$ cat config.mk
export PLATFORM = sky130hd
export DESIGN_NAME = fbps_queue
export DESIGN_NICKNAME = d
export VERILOG_FILES = /design/src/hdl/fbps_pkg.sv /design/src/hdl/fbps_queue.sv
export SDC_FILE = /design/constraint.sdc
export NUM_CORES = 1
export LEC_CHECK = 0
export BUFFER_PORTS_ARGS = -buffer_cell sky130_fd_sc_hd__buf_4
export CAP_MARGIN = 40
export CORE_MARGIN = 4
export CORE_UTILIZATION = 47
export DETAILED_ROUTE_END_ITERATION = 7
export PLACE_DENSITY = 0.76
export RECOVER_POWER = 25
export SYNTH_ARGS = -nofsm -noshare
export SYNTH_HDL_FRONTEND = slang
export SYNTH_SLANG_ARGS = --single-unit
$ cat constraint.sdc
create_clock -name clk_i -period 3.8 [get_ports clk_i]
set_input_delay 0.19 -clock clk_i [delete_from_list [all_inputs] [get_ports clk_i]]
set_output_delay 0.19 -clock clk_i [all_outputs]
set_load 0.02 [all_outputs]
$ cat src/hdl/fbps_pkg.sv
// Shared types, constants and the fixed color palette of the indexed frame store.
// Depends on nothing; design files use scoped names, the testbench imports it.
package fbps_pkg;

  localparam int unsigned OP_W       = 3;
  localparam int unsigned PTR_W      = 17;
  localparam int unsigned COORD_W    = 10;
  localparam int unsigned IDX_W      = 4;
  localparam int unsigned CHAN_W     = 8;
  // Clipping sums of a coordinate and a size need one bit more than a field.
  localparam int unsigned SPAN_W     = COORD_W + 1;
  // Scan bounds go up to twice the widest store, so they need two more bits.
  localparam int unsigned CMP_W      = COORD_W + 2;
  // Widest store address for the largest store the block supports.
  localparam int unsigned ADDR_MAX_W = 2 * COORD_W;

  localparam logic [PTR_W-1:0] PTR_MAX     = '1;
  localparam logic [IDX_W-1:0] RESET_INDEX = 4'h2;

  typedef enum logic [OP_W-1:0] {
    OP_SET_ADDR    = 3'd0,
    OP_WRITE_PIXEL = 3'd1,
    OP_WRITE_AT    = 3'd2,
    OP_FILL_RECT   = 3'd3,
    OP_CLEAR       = 3'd4,
    OP_SCAN        = 3'd5
  } cmd_op_e;

  // One classified request as it waits between the front and the back.
  typedef struct packed {
    cmd_op_e                op;
    logic [PTR_W-1:0]       address;
    logic [IDX_W-1:0]       color_index;
    logic                   hit;        // target lies inside the store / active area
    logic [ADDR_MAX_W-1:0]  store_addr; // linear store address of the target
    logic [SPAN_W-1:0]      cols;       // clipped rectangle width
    logic [SPAN_W-1:0]      rows;       // clipped rectangle height
  } cmd_t;

  typedef struct packed {
    logic [CHAN_W-1:0] red;
    logic [CHAN_W-1:0] green;
    logic [CHAN_W-1:0] blue;
  } rgb_t;

  localparam int unsigned QUEUE_DEPTH = 2;
  localparam int unsigned QUEUE_AW    = $clog2(QUEUE_DEPTH);

  function automatic rgb_t palette(input logic [IDX_W-1:0] idx);
    rgb_t c;
    case (idx)
      4'd2:    c = '{red: 8'h5C, green: 8'h94, blue: 8'hFC};
      4'd3:    c = '{red: 8'h4C, green: 8'h78, blue: 8'hD8};
      4'd4:    c = '{red: 8'hFC, green: 8'h54, blue: 8'h54};
      4'd5:    c = '{red: 8'hF8, green: 8'hB8, blue: 8'h00};
      4'd6:    c = '{red: 8'h58, green: 8'hD8, blue: 8'h54};
      4'd7:    c = '{red: 8'hD8, green: 8'hA0, blue: 8'h54};
      4'd8:    c = '{red: 8'hA0, green: 8'h54, blue: 8'h2C};
      4'd9:    c = '{red: 8'hC8, green: 8'h84, blue: 8'h2C};
      4'd10:   c = '{red: 8'hD8, green: 8'h98, blue: 8'h5C};
      4'd11:   c = '{red: 8'hA0, green: 8'h54, blue: 8'h2C};
      4'd12:   c = '{red: 8'hFF, green: 8'hFF, blue: 8'hFF};
      4'd13:   c = '{red: 8'h2C, green: 8'hA8, blue: 8'h2C};
      4'd14:   c = '{red: 8'hFC, green: 8'hBC, blue: 8'h94};
      4'd15:   c = '{red: 8'h40, green: 8'hD0, blue: 8'hFF};
      default: c = '{red: 8'h00, green: 8'h00, blue: 8'h00};
    endcase
    return c;
  endfunction

endpackage

$ cat src/hdl/fbps_queue.sv
// Two-entry request queue between the front end and the back end.
// Depends on fbps_pkg for the entry type and depth.
module fbps_queue (
  input  logic             clk_i,
  input  logic             rst_ni,
  input  logic             push_i,
  input  fbps_pkg::cmd_t   entry_i,
  input  logic             pop_i,
  output logic             full_o,
  output logic             valid_o,
  output fbps_pkg::cmd_t   entry_o
);

  localparam int unsigned CntW = $clog2(fbps_pkg::QUEUE_DEPTH + 1);

  fbps_pkg::cmd_t                  slot_q [fbps_pkg::QUEUE_DEPTH];
  logic [fbps_pkg::QUEUE_AW-1:0]   wr_ptr_q, wr_ptr_d, rd_ptr_q, rd_ptr_d;
  logic [CntW-1:0]                 count_q, count_d;

  assign full_o  = (count_q == CntW'(fbps_pkg::QUEUE_DEPTH));
  assign valid_o = (count_q != '0);
  assign entry_o = slot_q[rd_ptr_q];

  always_comb begin
    wr_ptr_d = wr_ptr_q;
    rd_ptr_d = rd_ptr_q;
    count_d  = count_q;
    if (push_i) begin
      wr_ptr_d = (wr_ptr_q == fbps_pkg::QUEUE_AW'(fbps_pkg::QUEUE_DEPTH - 1)) ? '0 :
                 wr_ptr_q + 1'b1;
    end
    if (pop_i) begin
      rd_ptr_d = (rd_ptr_q == fbps_pkg::QUEUE_AW'(fbps_pkg::QUEUE_DEPTH - 1)) ? '0 :
                 rd_ptr_q + 1'b1;
    end
    if (push_i && !pop_i) begin
      count_d = count_q + 1'b1;
    end else if (pop_i && !push_i) begin
      count_d = count_q - 1'b1;
    end
  end

  always_ff @(posedge clk_i or negedge rst_ni) begin
    if (!rst_ni) begin
      wr_ptr_q <= '0;
      rd_ptr_q <= '0;
      count_q  <= '0;
    end else begin
      wr_ptr_q <= wr_ptr_d;
      rd_ptr_q <= rd_ptr_d;
      count_q  <= count_d;
    end
  end

  always_ff @(posedge clk_i) begin
    if (push_i) begin
      slot_q[wr_ptr_q] <= entry_i;
    end
  end

endmodule

# Word-level counts from Yosys, hierarchy flattened
# Memory sizes are Yosys's and may differ from the RTL's.
# Index checks and enable logic that the tools add are counted.
[word_totals]
regBits = 4
ramBits = 134
elab_cells = 21
mem_count = 1
[memory_table]
columns = ["memory", "depth", "width", "rd", "rd_ports_with_merged_regs", "write_ports", "line_no", "rtl"]
rows = [
  ["slot_q", 2, 67, 1, 0, 1, "fbps_queue.sv:16", "fbps_pkg::cmd_t slot_q [fbps_pkg::QUEUE_DEPTH];"],
]
[classes]
addsub = 4
n_eq_ne = 1
muxes = 6
n_reduce_logical = 6
[op_table]
columns = ["cell", "count"]
rows = [
  ["$mux W1", 4],
  ["$mux W2", 2],
  ["$reduce_bool A2 Y1", 2],
  ["$add A1 B1 Y1 const B", 2],
  ["$add A2 B1 Y2 const B", 1],
  ["$eq A2 B2 Y1 const B", 1],
  ["$logic_and A1 B1 Y1", 2],
  ["$logic_not A1 Y1", 2],
  ["$sub A2 B1 Y2 const B", 1],
]

# Depth between registers and ports, before layout
[logic_depth]
depth_word = 4
depth_mapped = 5

# Worst setup path after synthesis
# No wires, ideal clock.
[synth_path]
path_kind = "register -> register"
startpoint = "register wr_ptr_q"
endpoint = "memory slot_q[0][0] in the netlist's numbering, enable pin"
arrival_time_ps = 3379
t_required_ps = 3300
setup_slack_ps = -79
path_stages_with_launch = 2
path_buffers = 0
path_cell_list = "dfrtp_1 nor2b_1"
[synth_rtl]
columns = ["item", "line_no", "rtl"]
rows = [
  ["start, declared", "fbps_queue.sv:17", "logic [fbps_pkg::QUEUE_AW-1:0] wr_ptr_q, wr_ptr_d, rd_ptr_q, rd_ptr_d;"],
  ["start signal, assigned", "fbps_queue.sv:49", "wr_ptr_q <= wr_ptr_d;"],
  ["end, declared", "fbps_queue.sv:16", ""],
]
# Straight into the memory's write port.

==> impl_metrics.csv <==
group,metric,value,unit
global_routing,overflow,0,
timing,setup_viol,0,
route,drt_pre_antenna_iters,4,
placement,port-buffer-count,139,
synthesis,post_synth.cell_area_avg,22.7,µm²
setup_path,cp_max_fo,38,
clock_tree,clock-root-buffer,"clkbuf_8",
timing,worst_pin_slew,507,ps
floorplanning,die_h,112,µm
timing,fin_tns_setup,0,ps
power_and_ir_drop,ir_drop,0.501,mV
timing,max_freq,430,MHz
floorplanning,start_util,0.489,
power_and_ir_drop,p_sw_frac,0.288,
synthesis,synth_fp_nets,297,
power_and_ir_drop,power_density,746,nW/µm²
clock_tree,clock_latency,500,ps
cells_and_area,fin_cells,599,
synthesis,synth_compound_area_frac,0,
placement,dp_hpwl,6170,µm
global_routing,track_usage,0.168,
cells_and_area,area_growth,50.0,%
synthesis,synth-seq-area-share,0.806,
setup_path,crit_path_max_incr_delay,760,ps
cells_and_area,antenna_cells,0,
synthesis,synth_mux_area_frac,0.162,
floorplanning,coreArea,10500,µm²
synthesis,yosysWarnings,0,
timing,rsz0062_at_grt,"no",
setup_path,worst_path_max_delay_cell,"dfrtp_4",
timing,period_needed,2330,ps
route,postRouteWirelength,10200,µm
placement,dp_cells,496,
synthesis,syn_inst,225,
timing,timing.final.hold_violations,0,
synthesis,synthXorXnorAreaFrac,0.00856,
setup_path,reg2reg_slack,2160,ps
global_routing,grt_antenna_before_repair,0,
cells_and_area,drive_gt1_frac,0.503,
power_and_ir_drop,pwr-share-seq,0.381,
flow_run,cap_violations,0,
route,routedWlPerCell,17.0,µm
power_and_ir_drop,leakage,0.00297,µW
setup_path,crit_required,3610,ps
route,drc,0,
global_routing,grt_pass1_vias,3216,
synthesis,synth_top_family_by_area,"multiplexers",
timing,finalCritPeriodShare,0.613,
cells_and_area,nets,523,
cells_and_area,n_fill_cell,639,
timing,drv_slew,0,
setup_path,start_kind,"flip-flop",
clock_tree,cts_made_buffers,17,
power_and_ir_drop,power_frac_comb,0.323,
route,drtIter0Drc,105,
placement,routabilityCongestion,0.704,
route,vias_per_cell,4.70,
power_and_ir_drop,p_sw,1650,µW
clock_tree,clk_path_buf_depth,2,
synthesis,synth-adder-area-share,0.00245,
synthesis,synth-simple-area-share,0.00563,
clock_tree,cts_sinks,138,
floorplanning,io-pin-count,140,
floorplanning,dieArea,12600,µm²
setup_path,crit_chain,"buf_16, mux2_2, buf_4",
synthesis,synth-seq-cells,138,
clock_tree,path_clk_slew,60,ps
setup_path,cp.arrival,2140,ps
timing,slew_headroom,0.662,
floorplanning,die_x,112,µm
route,detail-route-antenna-nets,0,
synthesis,netlist_area,5110,µm²
setup_path,crit_type,"reg2out",
clock_tree,cts_tree,"done",
power_and_ir_drop,pwr-share-clk,0.295,
route,vias,2816,
synthesis,ys_types,15,
setup_path,cp-end-kind,"output pin",
global_routing,grt_max_degree,39,
clock_tree,cts_resized,0,
floorplanning,rows,37,
outcome,status,"finished clean",
min_path,hp-class,"in2reg",
timing,fin_skew,5.28,ps
power_and_ir_drop,internal-power,4080,µW
global_routing,grt_pass1_wl,16300,µm
clock_tree,cts_max_level,4,
## metal layers
layer | wire [µm] | track usage | vias up
li1 | - | - | 1347
met1 | 3810 | 0.184 | 1356
met2 | 5510 | 0.303 | 99
met3 | 683 | 0.0571 | 14
met4 | 148 | 0.0569 | 0
met5 | 0 | 0 | -
## cells by family (layout without fill, tap and decap cells)
group,Yosys count,count (layout)
xor+xnor,5,5
flops,138,138
buf+inv,9,247
simple gates,5,5
mux,67,67
fa+ha+maj,1,1
## layout by cell type (no fill, tap or decap), types with 2 or more instances in the layout
cell / netlist / final
clkinv_2: 0 / 2
buf_16: 0 / 2
buf_12: 0 / 2
clkinv_4: 0 / 2
buf_4: 0 / 94
clkinv_1: 0 / 3
xor2_1: 4 / 4
mux2_4: 20 / 20
bufinv_16: 0 / 5
clkbuf_16: 0 / 16
edfxtp_1: 134 / 134
dfrtp_1: 4 / 3
mux2_2: 47 / 47
clkbuf_4: 0 / 36
clkinvlp_4: 0 / 2
dlygate4sd3_1: 0 / 72
clkbuf_1: 0 / 9
## power groups by stage
stage,clock network (µW),registers [µW],logic (µW)
2_1_floorplan,0,2120,1200
3_3_place_gp,0,2280,1660
3_5_place_dp,0,2210,1810
4_1_cts,1730,2180,1880
5_1_grt,1800,2210,1960
6_report,1690,2180,1850
## sequential cells by signal, summed over array words and instances, names as in the netlist
register,cells
wr_ptr_q,1
rd_ptr_q,1
slot_q,134
count_q,2
## per-stage QoR
stage / setup slack, ps / power, µW / hold slack (ps) / utilization / area, µm²
CTS: 1430 / 5790 / 380 / 0.736 / 7700
finish: 1470 / 5720 / 424 / 0.733 / 7670
floorplan: 1220 / 3320 / -106 / - / 5120
global route: 1370 / 5970 / 406 / 0.733 / 7670
detailed placement: 1990 / 4030 / -9.89 / 0.608 / 6360
global placement: 1870 / 3940 / -10.9 / 0.601 / 6290
## final timing paths
path / endpoint / startpoint / depth (start not counted)
setup / recovery: entry_o[51] / rd_ptr_q / 3
hold / removal: rd_ptr_q / pop_i / 3
setup reg to reg: slot_q[0][47] / wr_ptr_q / 3
hold reg to reg: count_q[1] / count_q[1] / 1
max in group asynchronous: rd_ptr_q / rst_ni / 4
min in group asynchronous: wr_ptr_q / rst_ni / 3
## critical path, delay by kind of cell (launching register included)
kind     cells  cell delay [ps]
buf+inv      2              450
flops        1              760
mux          1              390
## Yosys cell counts
cell type / n / area, µm²
nor2_1: 1 / 3.75
or2_2: 1 / 6.26
xor2_1: 4 / 35.0
dfrtp_1: 4 / 100
buf_2: 4 / 20.0
buf_6: 2 / 22.5
edfxtp_1: 134 / 4020
mux2_4: 20 / 300
nor2b_1: 2 / 12.5
and2_1: 1 / 6.26
xnor2_1: 1 / 8.76
buf_8: 2 / 30.0
inv_1: 1 / 3.75
ha_1: 1 / 12.5
mux2_2: 47 / 529
## layout make-up
class / instances / area [µm²] / share of cell area
inverter: 1 / 3.75 / 0.000489
clock inverter: 14 / 204 / 0.0266
timing repair buffer: 215 / 1830 / 0.238
multi-input combinational: 78 / 925 / 0.121
sequential: 138 / 4130 / 0.538
clock buffer: 17 / 414 / 0.0540
tap: 136 / 170 / 0.0222
## repair_timing
action,CTS,global route
hold buffers,72,0
setup buffers,0,0
endpoints found under the hold margin,140,0
(Power assumes the default switching activity.)
