## config.mk

```make
export PLATFORM = sky130hd
export DESIGN_NAME = fbps_front_flat
export DESIGN_NICKNAME = d
export VERILOG_FILES = /design/src/hdl/fbps_pkg.sv /design/src/hdl/fbps_if.sv /design/src/hdl/fbps_front.sv /design/src/flat_wrapper.sv
export SDC_FILE = /design/constraint.sdc
export NUM_CORES = 1
export LEC_CHECK = 0
export ABC_CLOCK_PERIOD_IN_PS = 19100
export BUFFER_PORTS_ARGS = -buffer_cell sky130_fd_sc_hd__buf_2
export CAP_MARGIN = 20
export CELL_PAD_IN_SITES_DETAIL_PLACEMENT = 0
export CELL_PAD_IN_SITES_GLOBAL_PLACEMENT = 1
export CORE_ASPECT_RATIO = 0.6
export CORE_UTILIZATION = 35
export DETAILED_ROUTE_END_ITERATION = 8
export PLACE_DENSITY_LB_ADDON = 0.1
export SYNTH_ARGS = -nofsm -noshare
export SYNTH_HDL_FRONTEND = slang
export SYNTH_SLANG_ARGS = --single-unit
```

## constraint.sdc

```tcl
create_clock -name vclk -period 19.1
set_clock_uncertainty 0.05 [all_clocks]
set_input_delay 4.775 -clock vclk [all_inputs]
set_output_delay 4.775 -clock vclk [all_outputs]
set_load 0.02 [all_outputs]
```

## src/hdl/fbps_pkg.sv

```systemverilog
// Shared types, constants and the fixed color palette of the indexed frame store.
// Depends on nothing; design files use scoped names, the testbench imports it.
package fbps_pkg;

  localparam int unsigned OP_W       = 3;
  localparam int unsigned PTR_W      = 17;
  localparam int unsigned COORD_W    = 10;
  localparam int unsigned IDX_W      = 4;
  localparam int unsigned CHAN_W     = 8;
  // Clipping sums of a coordinate and a size need one bit more than a field.
  localparam int unsigned SPAN_W     = COORD_W + 1;
  // Scan bounds go up to twice the widest store, so they need two more bits.
  localparam int unsigned CMP_W      = COORD_W + 2;
  // Widest store address for the largest store the block supports.
  localparam int unsigned ADDR_MAX_W = 2 * COORD_W;

  localparam logic [PTR_W-1:0] PTR_MAX     = '1;
  localparam logic [IDX_W-1:0] RESET_INDEX = 4'h2;

  typedef enum logic [OP_W-1:0] {
    OP_SET_ADDR    = 3'd0,
    OP_WRITE_PIXEL = 3'd1,
    OP_WRITE_AT    = 3'd2,
    OP_FILL_RECT   = 3'd3,
    OP_CLEAR       = 3'd4,
    OP_SCAN        = 3'd5
  } cmd_op_e;

  // One classified request as it waits between the front and the back.
  typedef struct packed {
    cmd_op_e                op;
    logic [PTR_W-1:0]       address;
    logic [IDX_W-1:0]       color_index;
    logic                   hit;        // target lies inside the store / active area
    logic [ADDR_MAX_W-1:0]  store_addr; // linear store address of the target
    logic [SPAN_W-1:0]      cols;       // clipped rectangle width
    logic [SPAN_W-1:0]      rows;       // clipped rectangle height
  } cmd_t;

  typedef struct packed {
    logic [CHAN_W-1:0] red;
    logic [CHAN_W-1:0] green;
    logic [CHAN_W-1:0] blue;
  } rgb_t;

  localparam int unsigned QUEUE_DEPTH = 2;
  localparam int unsigned QUEUE_AW    = $clog2(QUEUE_DEPTH);

  function automatic rgb_t palette(input logic [IDX_W-1:0] idx);
    rgb_t c;
    case (idx)
      4'd2:    c = '{red: 8'h5C, green: 8'h94, blue: 8'hFC};
      4'd3:    c = '{red: 8'h4C, green: 8'h78, blue: 8'hD8};
      4'd4:    c = '{red: 8'hFC, green: 8'h54, blue: 8'h54};
      4'd5:    c = '{red: 8'hF8, green: 8'hB8, blue: 8'h00};
      4'd6:    c = '{red: 8'h58, green: 8'hD8, blue: 8'h54};
      4'd7:    c = '{red: 8'hD8, green: 8'hA0, blue: 8'h54};
      4'd8:    c = '{red: 8'hA0, green: 8'h54, blue: 8'h2C};
      4'd9:    c = '{red: 8'hC8, green: 8'h84, blue: 8'h2C};
      4'd10:   c = '{red: 8'hD8, green: 8'h98, blue: 8'h5C};
      4'd11:   c = '{red: 8'hA0, green: 8'h54, blue: 8'h2C};
      4'd12:   c = '{red: 8'hFF, green: 8'hFF, blue: 8'hFF};
      4'd13:   c = '{red: 8'h2C, green: 8'hA8, blue: 8'h2C};
      4'd14:   c = '{red: 8'hFC, green: 8'hBC, blue: 8'h94};
      4'd15:   c = '{red: 8'h40, green: 8'hD0, blue: 8'hFF};
      default: c = '{red: 8'h00, green: 8'h00, blue: 8'h00};
    endcase
    return c;
  endfunction

endpackage

```

## src/hdl/fbps_if.sv

```systemverilog
// Valid/ready channel interfaces: the command stream in and the pixel stream out.
// Depends on fbps_pkg for the field widths.
interface fbps_cmd_if;
  logic                                 valid;
  logic                                 ready;
  logic [fbps_pkg::OP_W-1:0]            op;
  logic [fbps_pkg::PTR_W-1:0]           address;
  logic [fbps_pkg::COORD_W-1:0]         x_pos;
  logic [fbps_pkg::COORD_W-1:0]         y_pos;
  logic [fbps_pkg::COORD_W-1:0]         rect_width;
  logic [fbps_pkg::COORD_W-1:0]         rect_height;
  logic [fbps_pkg::IDX_W-1:0]           color_index;

  modport source (output valid, op, address, x_pos, y_pos, rect_width, rect_height,
                  color_index, input ready);
  modport sink   (input valid, op, address, x_pos, y_pos, rect_width, rect_height,
                  color_index, output ready);
endinterface


```

## src/hdl/fbps_front.sv

```systemverilog
// Front end: accepts requests, clips them against the store and computes store addresses.
// Depends on fbps_pkg and fbps_cmd_if; feeds fbps_queue.
module fbps_front #(
  parameter int unsigned FB_W     = 256,
  parameter int unsigned FB_H     = 240,
  parameter int unsigned OUT_W    = 640,
  parameter int unsigned OUT_H    = 480,
  parameter int unsigned H_OFFSET = 64
) (
  fbps_cmd_if.sink         cmd,
  input  logic             init_i,
  input  logic             full_i,
  output logic             push_o,
  output fbps_pkg::cmd_t   entry_o
);

  localparam logic [fbps_pkg::SPAN_W-1:0] FbW = fbps_pkg::SPAN_W'(FB_W);
  localparam logic [fbps_pkg::SPAN_W-1:0] FbH = fbps_pkg::SPAN_W'(FB_H);
  localparam logic [fbps_pkg::CMP_W-1:0]  OutW = fbps_pkg::CMP_W'(OUT_W);
  localparam logic [fbps_pkg::CMP_W-1:0]  OutH = fbps_pkg::CMP_W'(OUT_H);
  localparam logic [fbps_pkg::CMP_W-1:0]  HOff = fbps_pkg::CMP_W'(H_OFFSET);
  localparam logic [fbps_pkg::CMP_W-1:0]  ActW = fbps_pkg::CMP_W'(2 * FB_W);
  localparam logic [fbps_pkg::CMP_W-1:0]  ActH = fbps_pkg::CMP_W'(2 * FB_H);

  localparam int unsigned ProdW = fbps_pkg::COORD_W + fbps_pkg::SPAN_W;

  logic [fbps_pkg::SPAN_W-1:0]  x_s, y_s, col_end, row_end, col_clip, row_clip;
  logic [fbps_pkg::CMP_W-1:0]   x_c, y_c, x_rel;
  logic                         in_store, in_scan;
  logic [fbps_pkg::COORD_W-1:0] row_sel, col_sel;
  logic [ProdW-1:0]             lin_addr;
  logic                         op_known;

  assign cmd.ready = !full_i && !init_i;

  always_comb begin
    x_s      = fbps_pkg::SPAN_W'(cmd.x_pos);
    y_s      = fbps_pkg::SPAN_W'(cmd.y_pos);
    col_end  = x_s + fbps_pkg::SPAN_W'(cmd.rect_width);
    row_end  = y_s + fbps_pkg::SPAN_W'(cmd.rect_height);
    col_clip = (col_end > FbW) ? FbW : col_end;
    row_clip = (row_end > FbH) ? FbH : row_end;
    in_store = (x_s < FbW) && (y_s < FbH);

    x_c     = fbps_pkg::CMP_W'(cmd.x_pos);
    y_c     = fbps_pkg::CMP_W'(cmd.y_pos);
    x_rel   = x_c - HOff;
    in_scan = (x_c < OutW) && (y_c < OutH) && (x_c >= HOff) && (x_rel < ActW) && (y_c < ActH);

    // A scan maps two output pixels onto one store pixel in each direction.
    if (cmd.op == fbps_pkg::OP_SCAN) begin
      row_sel = fbps_pkg::COORD_W'(cmd.y_pos >> 1);
      col_sel = fbps_pkg::COORD_W'(x_rel >> 1);
    end else begin
      row_sel = cmd.y_pos;
      col_sel = cmd.x_pos;
    end
    lin_addr = ProdW'(row_sel) * ProdW'(FbW) + ProdW'(col_sel);
  end

  always_comb begin
    op_known = 1'b1;
    entry_o.op = fbps_pkg::OP_SET_ADDR;
    entry_o.hit = 1'b0;
    unique case (cmd.op)
      fbps_pkg::OP_SET_ADDR: begin
        entry_o.op = fbps_pkg::OP_SET_ADDR;
      end
      fbps_pkg::OP_WRITE_PIXEL: begin
        entry_o.op = fbps_pkg::OP_WRITE_PIXEL;
      end
      fbps_pkg::OP_WRITE_AT: begin
        entry_o.op  = fbps_pkg::OP_WRITE_AT;
        entry_o.hit = in_store;
      end
      fbps_pkg::OP_FILL_RECT: begin
        entry_o.op  = fbps_pkg::OP_FILL_RECT;
        entry_o.hit = in_store && (cmd.rect_width != '0) && (cmd.rect_height != '0);
      end
      fbps_pkg::OP_CLEAR: begin
        entry_o.op = fbps_pkg::OP_CLEAR;
      end
      fbps_pkg::OP_SCAN: begin
        entry_o.op  = fbps_pkg::OP_SCAN;
        entry_o.hit = in_scan;
      end
      default: begin
        op_known = 1'b0;
      end
    endcase
    entry_o.address     = cmd.address;
    entry_o.color_index = cmd.color_index;
    entry_o.store_addr  = fbps_pkg::ADDR_MAX_W'(lin_addr);
    entry_o.cols        = col_clip - x_s;
    entry_o.rows        = row_clip - y_s;
  end

  // Unused op codes are taken off the channel and dropped here.
  assign push_o = cmd.valid && cmd.ready && op_known;

endmodule

```

## src/flat_wrapper.sv

```systemverilog
// flat-port wrapper written by rule: the top's interface ports become plain ports
module fbps_front_flat 
#(
  parameter int unsigned FB_W     = 256,
  parameter int unsigned FB_H     = 240,
  parameter int unsigned OUT_W    = 640,
  parameter int unsigned OUT_H    = 480,
  parameter int unsigned H_OFFSET = 64
)
  (init_i, full_i, push_o, entry_o, cmd_valid, cmd_op, cmd_address, cmd_x_pos, cmd_y_pos, cmd_rect_width, cmd_rect_height, cmd_color_index, cmd_ready);
  fbps_cmd_if cmd_i ();
  input  logic init_i;
  input  logic full_i;
  output logic push_o;
  output fbps_pkg::cmd_t entry_o;
  input wire logic [$bits(cmd_i.valid)-1:0] cmd_valid;
  input wire logic [$bits(cmd_i.op)-1:0] cmd_op;
  input wire logic [$bits(cmd_i.address)-1:0] cmd_address;
  input wire logic [$bits(cmd_i.x_pos)-1:0] cmd_x_pos;
  input wire logic [$bits(cmd_i.y_pos)-1:0] cmd_y_pos;
  input wire logic [$bits(cmd_i.rect_width)-1:0] cmd_rect_width;
  input wire logic [$bits(cmd_i.rect_height)-1:0] cmd_rect_height;
  input wire logic [$bits(cmd_i.color_index)-1:0] cmd_color_index;
  output wire logic [$bits(cmd_i.ready)-1:0] cmd_ready;
  assign cmd_i.valid = cmd_valid;
  assign cmd_i.op = cmd_op;
  assign cmd_i.address = cmd_address;
  assign cmd_i.x_pos = cmd_x_pos;
  assign cmd_i.y_pos = cmd_y_pos;
  assign cmd_i.rect_width = cmd_rect_width;
  assign cmd_i.rect_height = cmd_rect_height;
  assign cmd_i.color_index = cmd_color_index;
  assign cmd_ready = cmd_i.ready;
  fbps_front #(.FB_W(FB_W), .FB_H(FB_H), .OUT_W(OUT_W), .OUT_H(OUT_H), .H_OFFSET(H_OFFSET)) u_core (.cmd(cmd_i), .init_i(init_i), .full_i(full_i), .push_o(push_o), .entry_o(entry_o));
endmodule
```

-- After elaboration in Yosys (flattened, before gate mapping)
Index checks and enable logic that the tools add are counted.
- add/subtract/negate cells: 6
- mux-type cells: 7
- reductions and logical operators: 16
- equal/unequal tests: 5
- order comparisons: 8
- operators with widths (kind ; count):
    adder 10 x 10 -> 11 bit ; 2
    two-way mux 11 bit ; 2
    subtractor 11 x 10 -> 11 bit ; 2
    less-than comparator 10 x 9 -> 1 bit, second input constant ; 2
    two-way mux 10 bit ; 2
    nonzero test 10 bit ; 2
    adder 18 x 10 -> 19 bit ; 1
    one-hot mux 3 bit (5 select lines) ; 1
    less-than comparator 12 x 10 -> 1 bit, second input constant ; 1
    > comparator 11 x 8 -> 1 bit, second input constant ; 1
    > comparator 11 x 9 -> 1 bit, second input constant ; 1
    subtractor 10 x 7 -> 11 bit, second input constant ; 1
    >= comparator 10 x 7 -> 1 bit, second input constant ; 1
    logical AND 1 bit ; 10
    less-than comparator 10 bit, second input constant ; 1
    less-than comparator 10 x 8 -> 1 bit, second input constant ; 1
    == test 3 x 2 -> 1 bit, second input constant ; 2
    == test 3 bit, second input constant ; 2
    OR reduction 6 bit ; 1
    == test 3 x 1 -> 1 bit, second input constant ; 1
    logical NOT 3 bit ; 1
    one-hot mux 1 bit (3 select lines) ; 1
    logical NOT 1 bit ; 2
    two-way mux 1 bit ; 1
- flip-flop bits (word level): 0
- output and inout bits: 69
- bits of input ports: 67

-- Depth between registers and ports, before layout
Gate-level depths: netlist of run 1.
- depth in word-level cells: 6
- gate-level depth with buffers: 19
- mapped depth without buffers: 19

-- Worst setup path before layout of run 1
Ideal clock, no wire load.
- path type: input to output
- start point: input port cmd_rect_height[0]
- end point: output port entry_o[10] (netlist bit)
- data arrival time: 8663 ps
- path buffers: 0
- path slack: 5612 ps
- stages on the path: 19
- required time: 14275 ps
- path through: ha_1 inv_1 fa_1 and2b_1 o21ai_2 and3_1 a311oi_1 or4b_4 nand2_2 nor2_1 fa_1 a21o_1 a21oi_1 o21bai_1 a21oi_1 o21bai_1 a21oi_1 nor2_1 a211oi_1
- RTL lines (item ; RTL line ; RTL):
    from (decl) ; flat_wrapper.sv:22 ; input wire logic [$bits(cmd_i.rect_height)-1:0] cmd_rect_height;
    to (decl) ; flat_wrapper.sv:15 ; output fbps_pkg::cmd_t entry_o;

==> results of run 1 <==
-- power by group through the flow --
stage	clock (W)	sequential [W]	combinational, W
after global routing	0	0	0.000139
after detailed placement	0	0	0.000125
after floorplan	0	0	0.0000959
after global placement	0	0	0.000125
final	0	0	0.000126
after CTS	0	0	0.000126
-- cell type report --
class | instances | area, sq um | share of cell area (%)
timing repair buffer | 95 | 480.5 | 15.21
inverter | 32 | 120.1 | 3.803
multi-input combinational | 348 | 2427 | 76.86
tap | 104 | 130.1 | 4.120
-- stage by stage --
step	instances	area, sq um	setup slack [ns]	hold WS, ns
finish	579	3158	5.005	9.500
global route	579	3158	4.654	9.500
CTS	579	3158	5.044	9.500
detailed placement	579	3158	5.059	9.500
global placement	579	3158	5.148	9.500
floorplan	409	2750	5.612	9.582
-- cell families after synthesis --
family          after synthesis  share of synthesized area, %
xor+xnor                     30                         9.593
fa+ha+maj                    46                         22.38
compound gates              124                         29.69
mux                           5                         1.964
buf+inv                      61                         11.79
simple gates                139                         24.44
other cells                   1                        0.1369
-- Yosys cell counts (7+ instances only) --
cell type	count	share of area, %
ha_1	41	19
nand2_1	38	5.2
nor2_1	38	5.2
a21oi_1	36	6.6
inv_1	32	4.4
o21ai_0	25	4.6
buf_4	22	6.0
xnor2_1	19	6.1
nand3_1	12	2.2
xor2_1	11	3.5
nor3_1	10	1.8
a21o_1	9	2.5
nand2b_1	8	1.8
a31oi_1	7	1.6
nand4_1	7	1.6
nor2b_1	7	1.6
-- final timing paths --
kind	endpoint	slack (ns)	cells past startpoint
worst min-delay path	entry_o[46]	9.50	0
worst max-delay path	entry_o[10]	5.01	21
-- per-layer routing --
layer | up-vias | wire length (um) | GRT usage, %
li1 | 1582 | - | -
met1 | 1364 | 5149 | 37.08
met2 | 140 | 2957 | 27.18
met3 | 12 | 704 | 1.476
met4 | 0 | 107 | 2.564
met5 | - | 0 | 0
==> results.toml, run 1 <==
[synth]
synth.avg_cell_area_sq_um = 6.746
synth.yosys.seq_area_share_pct = 0
synth_cells = 406
synth.distinct_cells = 62
synth_warnings = 0
syn_area_sq_mm = 0.002739

[power]
power.total_w = 0.0001265
p_sw_share_pct = 62.05
clkPwrFrac_pct = 0
p_int_w = 0.00004799
seqPwrFrac_pct = 0
power_switching_w = 0.00007848
p_leak_nw = 1.547
power_density_mw_per_mm2 = 40.05
peakVddDrop_uv = 12.69
pwr-share-comb_pct = 100.0

[cells_and_area]
syn_to_final_growth_pct = 15.30
fillCellCount = 820
layout-drive-gt1-share_pct = 23.37
nClkBuffers = 0
nNetsFinal = 590
final_cell_mix = "buf_2 (93), ha_1 (41), nand2_1 (38), nor2_1 (38), a21oi_1 (36)"
fin_util_pct = 42.58
seq_area_sq_um = 0
layout_commonest_cell = "buf_2"
n_antenna_cell = 0
seq_cells = 0

[sta]
hold_viol_final = 0
fin_crit_ns = 14.09
max_freq_mhz = 70.95
slew_violations = 0
fin_tns_setup_ns = 0
slew_headroom_pct = 48.17
period_share_pct = 73.79
tightest_slew_ns = 0.7715
setup_viol = 0
rsz0062_at_grt = "false"

[clock_network]
postCtsSetupBuffers = 0
cts_hold_buf = 0
cts_resized = 0

[critical_path]
cp_slowest_stage_delay_ns = 0.59
cp.buffers_inverters = 3
crit_family = "compound AO/OA/AOI/OAI gates"
cp.arrival_ns = 9.27
slowest_stage = "or4b_4"
cp_max_fo = 5
path_class = "primary input to output port"
worstPathRequired_ns = 14.28
worstSetupStartpoint = "cmd_y_pos[0]"
path_cells = "buf_2 -> ha_1 -> inv_1 -> fa_1 -> and2b_1 -> o21ai_2 -> o21ai_1 -> xnor2_1 -> or4b_4 -> nand2_2 -> nor2_1 -> fa_1 -> a21o_1 -> a21oi_1 -> o21bai_1 -> a21oi_1 -> o21bai_1 -> a21oi_1 -> nor2_1 -> a211oi_1 -> buf_2"
path_common_cell = "a21oi_1"
endpoint_kind = "output port"
cp-start-kind = "primary input"

[global_route]
antenna_found_initial = 0
grt_pass1_wl_um = 13660
grt_use_total_pct = 21.25
first_global_vias = 2639
grt-ovfl-total = 0
grt_max_degree = 31

[route]
wire_per_inst_um = 15.40
vias = 3098
antenna_left = 0
wl_um = 8918
via_per_inst = 5.351
drc = 0
first_pass_iters = 4
drtIter0Drc = 242

[placed_design]
hpwl_um = 7743
routabilityCongestion = 0.9201
portBuffers = 93

[die]
coreArea_sq_mm = 0.007417
rows = 24
ioPinCount = 136
dieWidth_um = 116.2
start_util_pct = 36.93
die_h_um = 70.52
dieArea_sq_mm = 0.008194

[status]
status = "completed"

[hold_path]
hp-class = "primary input to output port"
hp-start = "cmd_color_index[3]"

[job]
cap_violations = 0
(Power assumes the default switching activity.)
==> run 2: changes to the inputs <==
--- a/config.mk
+++ b/config.mk
@@ -5,13 +5,13 @@
 export SDC_FILE = /design/constraint.sdc
 export NUM_CORES = 1
 export LEC_CHECK = 0
-export ABC_CLOCK_PERIOD_IN_PS = 19100
+export ABC_CLOCK_PERIOD_IN_PS = 11700
 export BUFFER_PORTS_ARGS = -buffer_cell sky130_fd_sc_hd__buf_2
 export CAP_MARGIN = 20
 export CELL_PAD_IN_SITES_DETAIL_PLACEMENT = 0
 export CELL_PAD_IN_SITES_GLOBAL_PLACEMENT = 1
 export CORE_ASPECT_RATIO = 0.6
-export CORE_UTILIZATION = 35
+export CORE_UTILIZATION = 30
 export DETAILED_ROUTE_END_ITERATION = 8
 export PLACE_DENSITY_LB_ADDON = 0.1
 export SYNTH_ARGS = -nofsm -noshare
==> constraint.sdc (replaced) <==
create_clock -name vclk -period 11.7
set_clock_uncertainty 0.05 [all_clocks]
set_input_delay 2.925 -clock vclk [all_inputs]
set_output_delay 2.925 -clock vclk [all_outputs]
set_load 0.02 [all_outputs]
==> run 2 against run 1 <==
  * The flow now finishes with violations (design-rule violations)
  * Via count decreased by 1.8%
  * Die area increased by 16%
  * Worst setup slack worse by 3.8 ns
  * First-iteration DRC count increased by 1.2%
  * Utilization down 6.2 points
  * Power increased by 64%
  * Routed wire length is 3.5% higher
  * Combinational power rose by 65%
  * Hold slack worse by 3.7 ns
  * Critical path type unchanged
  * Largest power group unchanged
==> results.toml, run 2 (same netlist as run 1, synthesis figures left out) <==
[status]
status = "finished with violations"
violations = "design-rule violations"

[critical_path]
worstSetupStartpoint = "cmd_y_pos[0]"
endpoint_kind = "output port"
cp.arrival_ns = 7.51
path_class = "primary input to output port"
cp-start-kind = "primary input"
worstPathRequired_ns = 8.73
cp_max_fo = 5

[placed_design]
dp_slack_ns = 1.290
place_area_sq_mm = 0.003161
hpwl_um = 8067
routabilityCongestion = 0.8480
portBuffers = 93

[cells_and_area]
nClkBuffers = 0
seq_cells = 0
layout_commonest_cell = "buf_2"
stdcell_area_sq_mm = 0.003161
seq_area_sq_um = 0
multiInputGateArea_sq_mm = 0.002427
n_antenna_cell = 0
nNetsFinal = 589
fillCellCount = 954
syn_to_final_growth_pct = 15.40
layout-drive-gt1-share_pct = 23.21
final_cell_mix = "buf_2 (93), ha_1 (41), nand2_1 (38), nor2_1 (38), a21oi_1 (36)"

[sta]
slew_violations = 0
holdWs_ns = 5.800
max_freq_mhz = 95.34
tightest_slew_ns = 0.7648
fin_tns_setup_ns = 0
setup_viol = 0
hold_viol_final = 0
fin_crit_ns = 10.49
period_share_pct = 89.65
fin_ws_ns = 1.211
rsz0062_at_grt = "false"
slew_headroom_pct = 48.62

[power]
power_density_mw_per_mm2 = 65.69
peakVddDrop_uv = 19.41
power.total_w = 0.0002076
p_leak_nw = 1.542

[die]
ioPinCount = 136
start_util_pct = 31.53
dieArea_sq_mm = 0.009528
die_h_um = 76.01
coreArea_sq_mm = 0.008686
dieWidth_um = 125.4
rows = 26

[route]
drc = 10
drtIter0Drc = 245
via_per_inst = 5.191
wl_um = 9226
first_pass_iters = 8
wire_per_inst_um = 15.74
antenna_left = 0
vias = 3042

[global_route]
grt_busiest_layer = "met1"
antenna_found_initial = 0
grtUsageMet1_pct = 33.79
grtUsageMet3_pct = 1.264
first_global_vias = 2768
grt_use_total_pct = 19.08
grt_max_degree = 31
grt-ovfl-total = 0
grt_use_met2_pct = 24.13
grt_pass1_wl_um = 14810

[hold_path]
worst_hold_path.num_cells = 0
min_to = "entry_o[43]"
hp-class = "primary input to output port"
hp-start = "cmd_color_index[0]"

[job]
cap_violations = 0

[clock_network]
cts_resized = 0
cts_hold_buf = 0
postCtsSetupBuffers = 0
-- run 2: layer usage --
metal  up-vias  share of wire [%]  routed length, um
li1       1585                  -                  -
met4         0               0.46                 42
met1      1343                 60               5528
met3         8                6.8                623
met5         -                  0                  0
met2       106                 33               3031
-- run 2: final cells by class --
| cell class | instances | share of cell area [%] |
|---|---|---|
| Inverter | 32 | 3.800 |
| Multi-Input combinational cell | 348 | 76.80 |
| Tap cell | 112 | 4.434 |
| Timing Repair Buffer | 94 | 14.96 |
-- run 2: worst max path at each step --
stage / slack [ns] / endpoint
after floorplan: 1.91 / entry_o[10]
after global routing: 0.99 / entry_o[21]
after global placement: 1.35 / entry_o[10]
after detailed placement: 1.29 / entry_o[10]
final: 1.21 / entry_o[10]
after CTS: 1.25 / entry_o[10]
-- run 2: through the flow --
| stage | instances | util, % |
|---|---|---|
| after global routing | 586 | 36.39 |
| final | 586 | 36.39 |
| after floorplan | 409 | - |
| after global placement | 586 | 36.39 |
| after CTS | 586 | 36.39 |
| after detailed placement | 586 | 36.39 |
-- run 2: worst max-delay path, cell delays in order --
cell and delay (ns):
buf_2 0.13, ha_1 0.18, inv_1 0.06, fa_1 0.40
and2b_1 0.22, o21ai_2 0.07, o21ai_1 0.34, xnor2_1 0.18
or4b_4 0.60, nand2_2 0.18, nor2_1 0.10, fa_1 0.44
a21o_1 0.19, a21oi_1 0.23, o21bai_1 0.13, a21oi_1 0.28
o21bai_1 0.11, a21oi_1 0.27, nor2_1 0.08, a211oi_1 0.21
buf_2 0.20
-- run 2: report_power, final --
part / switching [W] / internal, W
clock network: 0 / 0
registers: 0 / 0
logic: 0.000129 / 0.0000781
==> run 3: changes to the inputs <==
--- a/config.mk
+++ b/config.mk
@@ -5,7 +5,7 @@
 export SDC_FILE = /design/constraint.sdc
 export NUM_CORES = 1
 export LEC_CHECK = 0
-export ABC_CLOCK_PERIOD_IN_PS = 11700
+export ABC_CLOCK_PERIOD_IN_PS = 8500
 export BUFFER_PORTS_ARGS = -buffer_cell sky130_fd_sc_hd__buf_2
 export CAP_MARGIN = 20
 export CELL_PAD_IN_SITES_DETAIL_PLACEMENT = 0
@@ -13,6 +13,7 @@
 export CORE_ASPECT_RATIO = 0.6
 export CORE_UTILIZATION = 30
 export DETAILED_ROUTE_END_ITERATION = 8
+export GPL_TIMING_DRIVEN = 0
 export PLACE_DENSITY_LB_ADDON = 0.1
 export SYNTH_ARGS = -nofsm -noshare
 export SYNTH_HDL_FRONTEND = slang
==> constraint.sdc (replaced) <==
create_clock -name vclk -period 8.5
set_clock_uncertainty 0.05 [all_clocks]
set_input_delay 2.125 -clock vclk [all_inputs]
set_output_delay 2.125 -clock vclk [all_outputs]
set_load 0.02 [all_outputs]
==> run 3 against run 2 <==
  * The flow still finishes with violations (design-rule violations)
  * Utilization rose by 5.3 points
  * Global-route usage increased by 0.20 points
  * Routed wire length grew 1.9%
  * Final area grew 14%
  * Non-clock buffer count is 58 higher
  * First-iteration DRC count up 2.4%
  * Via count increased by 9.7%
  * Sequential share of layout area unchanged
  * Cell count rose by 9.9%
  * Critical path type unchanged
  * Critical endpoint is now entry_o[21]
  * Highest routed layer is now met3
==> results.toml, run 3 (same netlist as run 1, synthesis figures left out) <==
[job]
cap_violations = 0

[route]
via_per_inst = 5.183
wl_um = 9401
drtIter0Drc = 251
vias = 3338
antenna_left = 0
wire_per_inst_um = 14.60
drc = 10
first_pass_iters = 7

[critical_path]
worstPathRequired_ns = 6.33
endpoint_kind = "output port"
cp-start-kind = "primary input"
cp.arrival_ns = 6.07
cp_max_fo = 5
path_class = "primary input to output port"

[sta]
fin_crit_ns = 8.241
fin_ws_ns = 0.2586
tightest_slew_ns = 0.7389
fin_tns_setup_ns = 0
setup_viol = 0
max_freq_mhz = 121.3
slew_headroom_pct = 50.36
hold_viol_final = 0
rsz0062_at_grt = "false"
slew_violations = 0
period_share_pct = 96.96

[cells_and_area]
layout-drive-gt1-share_pct = 34.40
n_antenna_cell = 0
final_cell_mix = "buf_2 (116), ha_1 (40), nand2_1 (37), nor2_1 (37)"
seq_area_sq_um = 0
syn_to_final_growth_pct = 32.07
fin_util_pct = 41.65
fillCellCount = 958
seq_cells = 0
nNetsFinal = 647
multiInputGateArea_sq_mm = 0.002514
nClkBuffers = 0
layout_commonest_cell = "buf_2"

[placed_design]
dp_slack_ns = -0.2335
portBuffers = 114
routabilityCongestion = 0.8655
hpwl_um = 8039

[power]
p_leak_nw = 1.808
power_density_mw_per_mm2 = 89.54
peakVddDrop_uv = 26.29
power.total_w = 0.0003239

[hold_path]
hp-class = "primary input to output port"

[die]
coreArea_sq_mm = 0.008686
start_util_pct = 31.53
die_h_um = 76.01
dieArea_sq_mm = 0.009528
ioPinCount = 136
dieWidth_um = 125.4
rows = 26

[global_route]
antenna_found_initial = 0
grt_pass1_wl_um = 15050
grt-ovfl-total = 0
grt_use_total_pct = 19.27
first_global_vias = 2925
grt_max_degree = 11

[status]
violations = "design-rule violations"
status = "finished with violations"

[clock_network]
cts_hold_buf = 0
-- run 3: cell types whose count changed in the layout (fill, tap and decap cells not counted), sizes merged --
cell,before,now
buf,94,150
clkbuf,0,2
-- run 3: cell type report --
type	instances	area share [%]
multi-input combinational	348	69.49
timing repair buffer	123	17.71
buffer	29	5.604
tap	112	3.874
inverter	32	3.321
-- run 3: worst paths after layout --
check,endpoint,slack (ns),cells after the start,start
setup / recovery,entry_o[21],0.26,23,cmd_x_pos[0]
hold / removal,entry_o[56],4.42,2,cmd_address[9]
-- run 3: metrics by stage --
| step | hold WS, ns | instances | area [sq um] |
|---|---|---|---|
| 2_1_floorplan | 4.282 | 409 | 2750 |
| 6_report | 4.417 | 644 | 3617 |
| 4_1_cts | 4.418 | 638 | 3530 |
| 5_1_grt | 4.420 | 644 | 3617 |
| 3_5_place_dp | 4.417 | 635 | 3461 |
| 3_3_place_gp | 4.419 | 635 | 3461 |
-- run 3: layer usage --
metal / global-route usage (%) / wire, um / up-vias
li1: - / - / 1699
met1: 33.83 / 5579 / 1493
met2: 25.31 / 3140 / 146
met3: 1.264 / 680 / 0
met4: 0 / 0 / 0
met5: 0 / 0 / -
-- run 3: power breakdown --
group | internal, W | switching (W) | total (W)
Clock | 0 | 0 | 0
Combinational | 0.000130 | 0.000194 | 0.000324
Sequential | 0 | 0 | 0
Total | 0.000130 | 0.000194 | 0.000324
-- run 3: worst max-delay path, cell delays in order --
cell and delay (ns):
buf_2 0.12, ha_2 0.21, inv_1 0.06, fa_1 0.39, nand2b_1 0.20, a211oi_2 0.34, nor3_1 0.11, xnor2_1 0.16
buf_4 0.15, o31ai_4 0.09, buf_4 0.16, nand3_1 0.09, nand2_1 0.07, fa_1 0.40, a21o_1 0.19, a21oi_2 0.18
o21bai_1 0.10, a21oi_2 0.18, o21bai_1 0.12, a21oi_2 0.20, nor2_1 0.08, a211oi_2 0.15, buf_2 0.19
-- run 3: timing repair --
action / in CTS / in global routing
buffers inserted: 3 / 6
pin swaps: 2 / 6
resized for setup: 10 / 12
endpoints found under the setup margin: 5 / 7
gates cloned: 0 / 0
endpoints found under the hold margin: 0 / 0
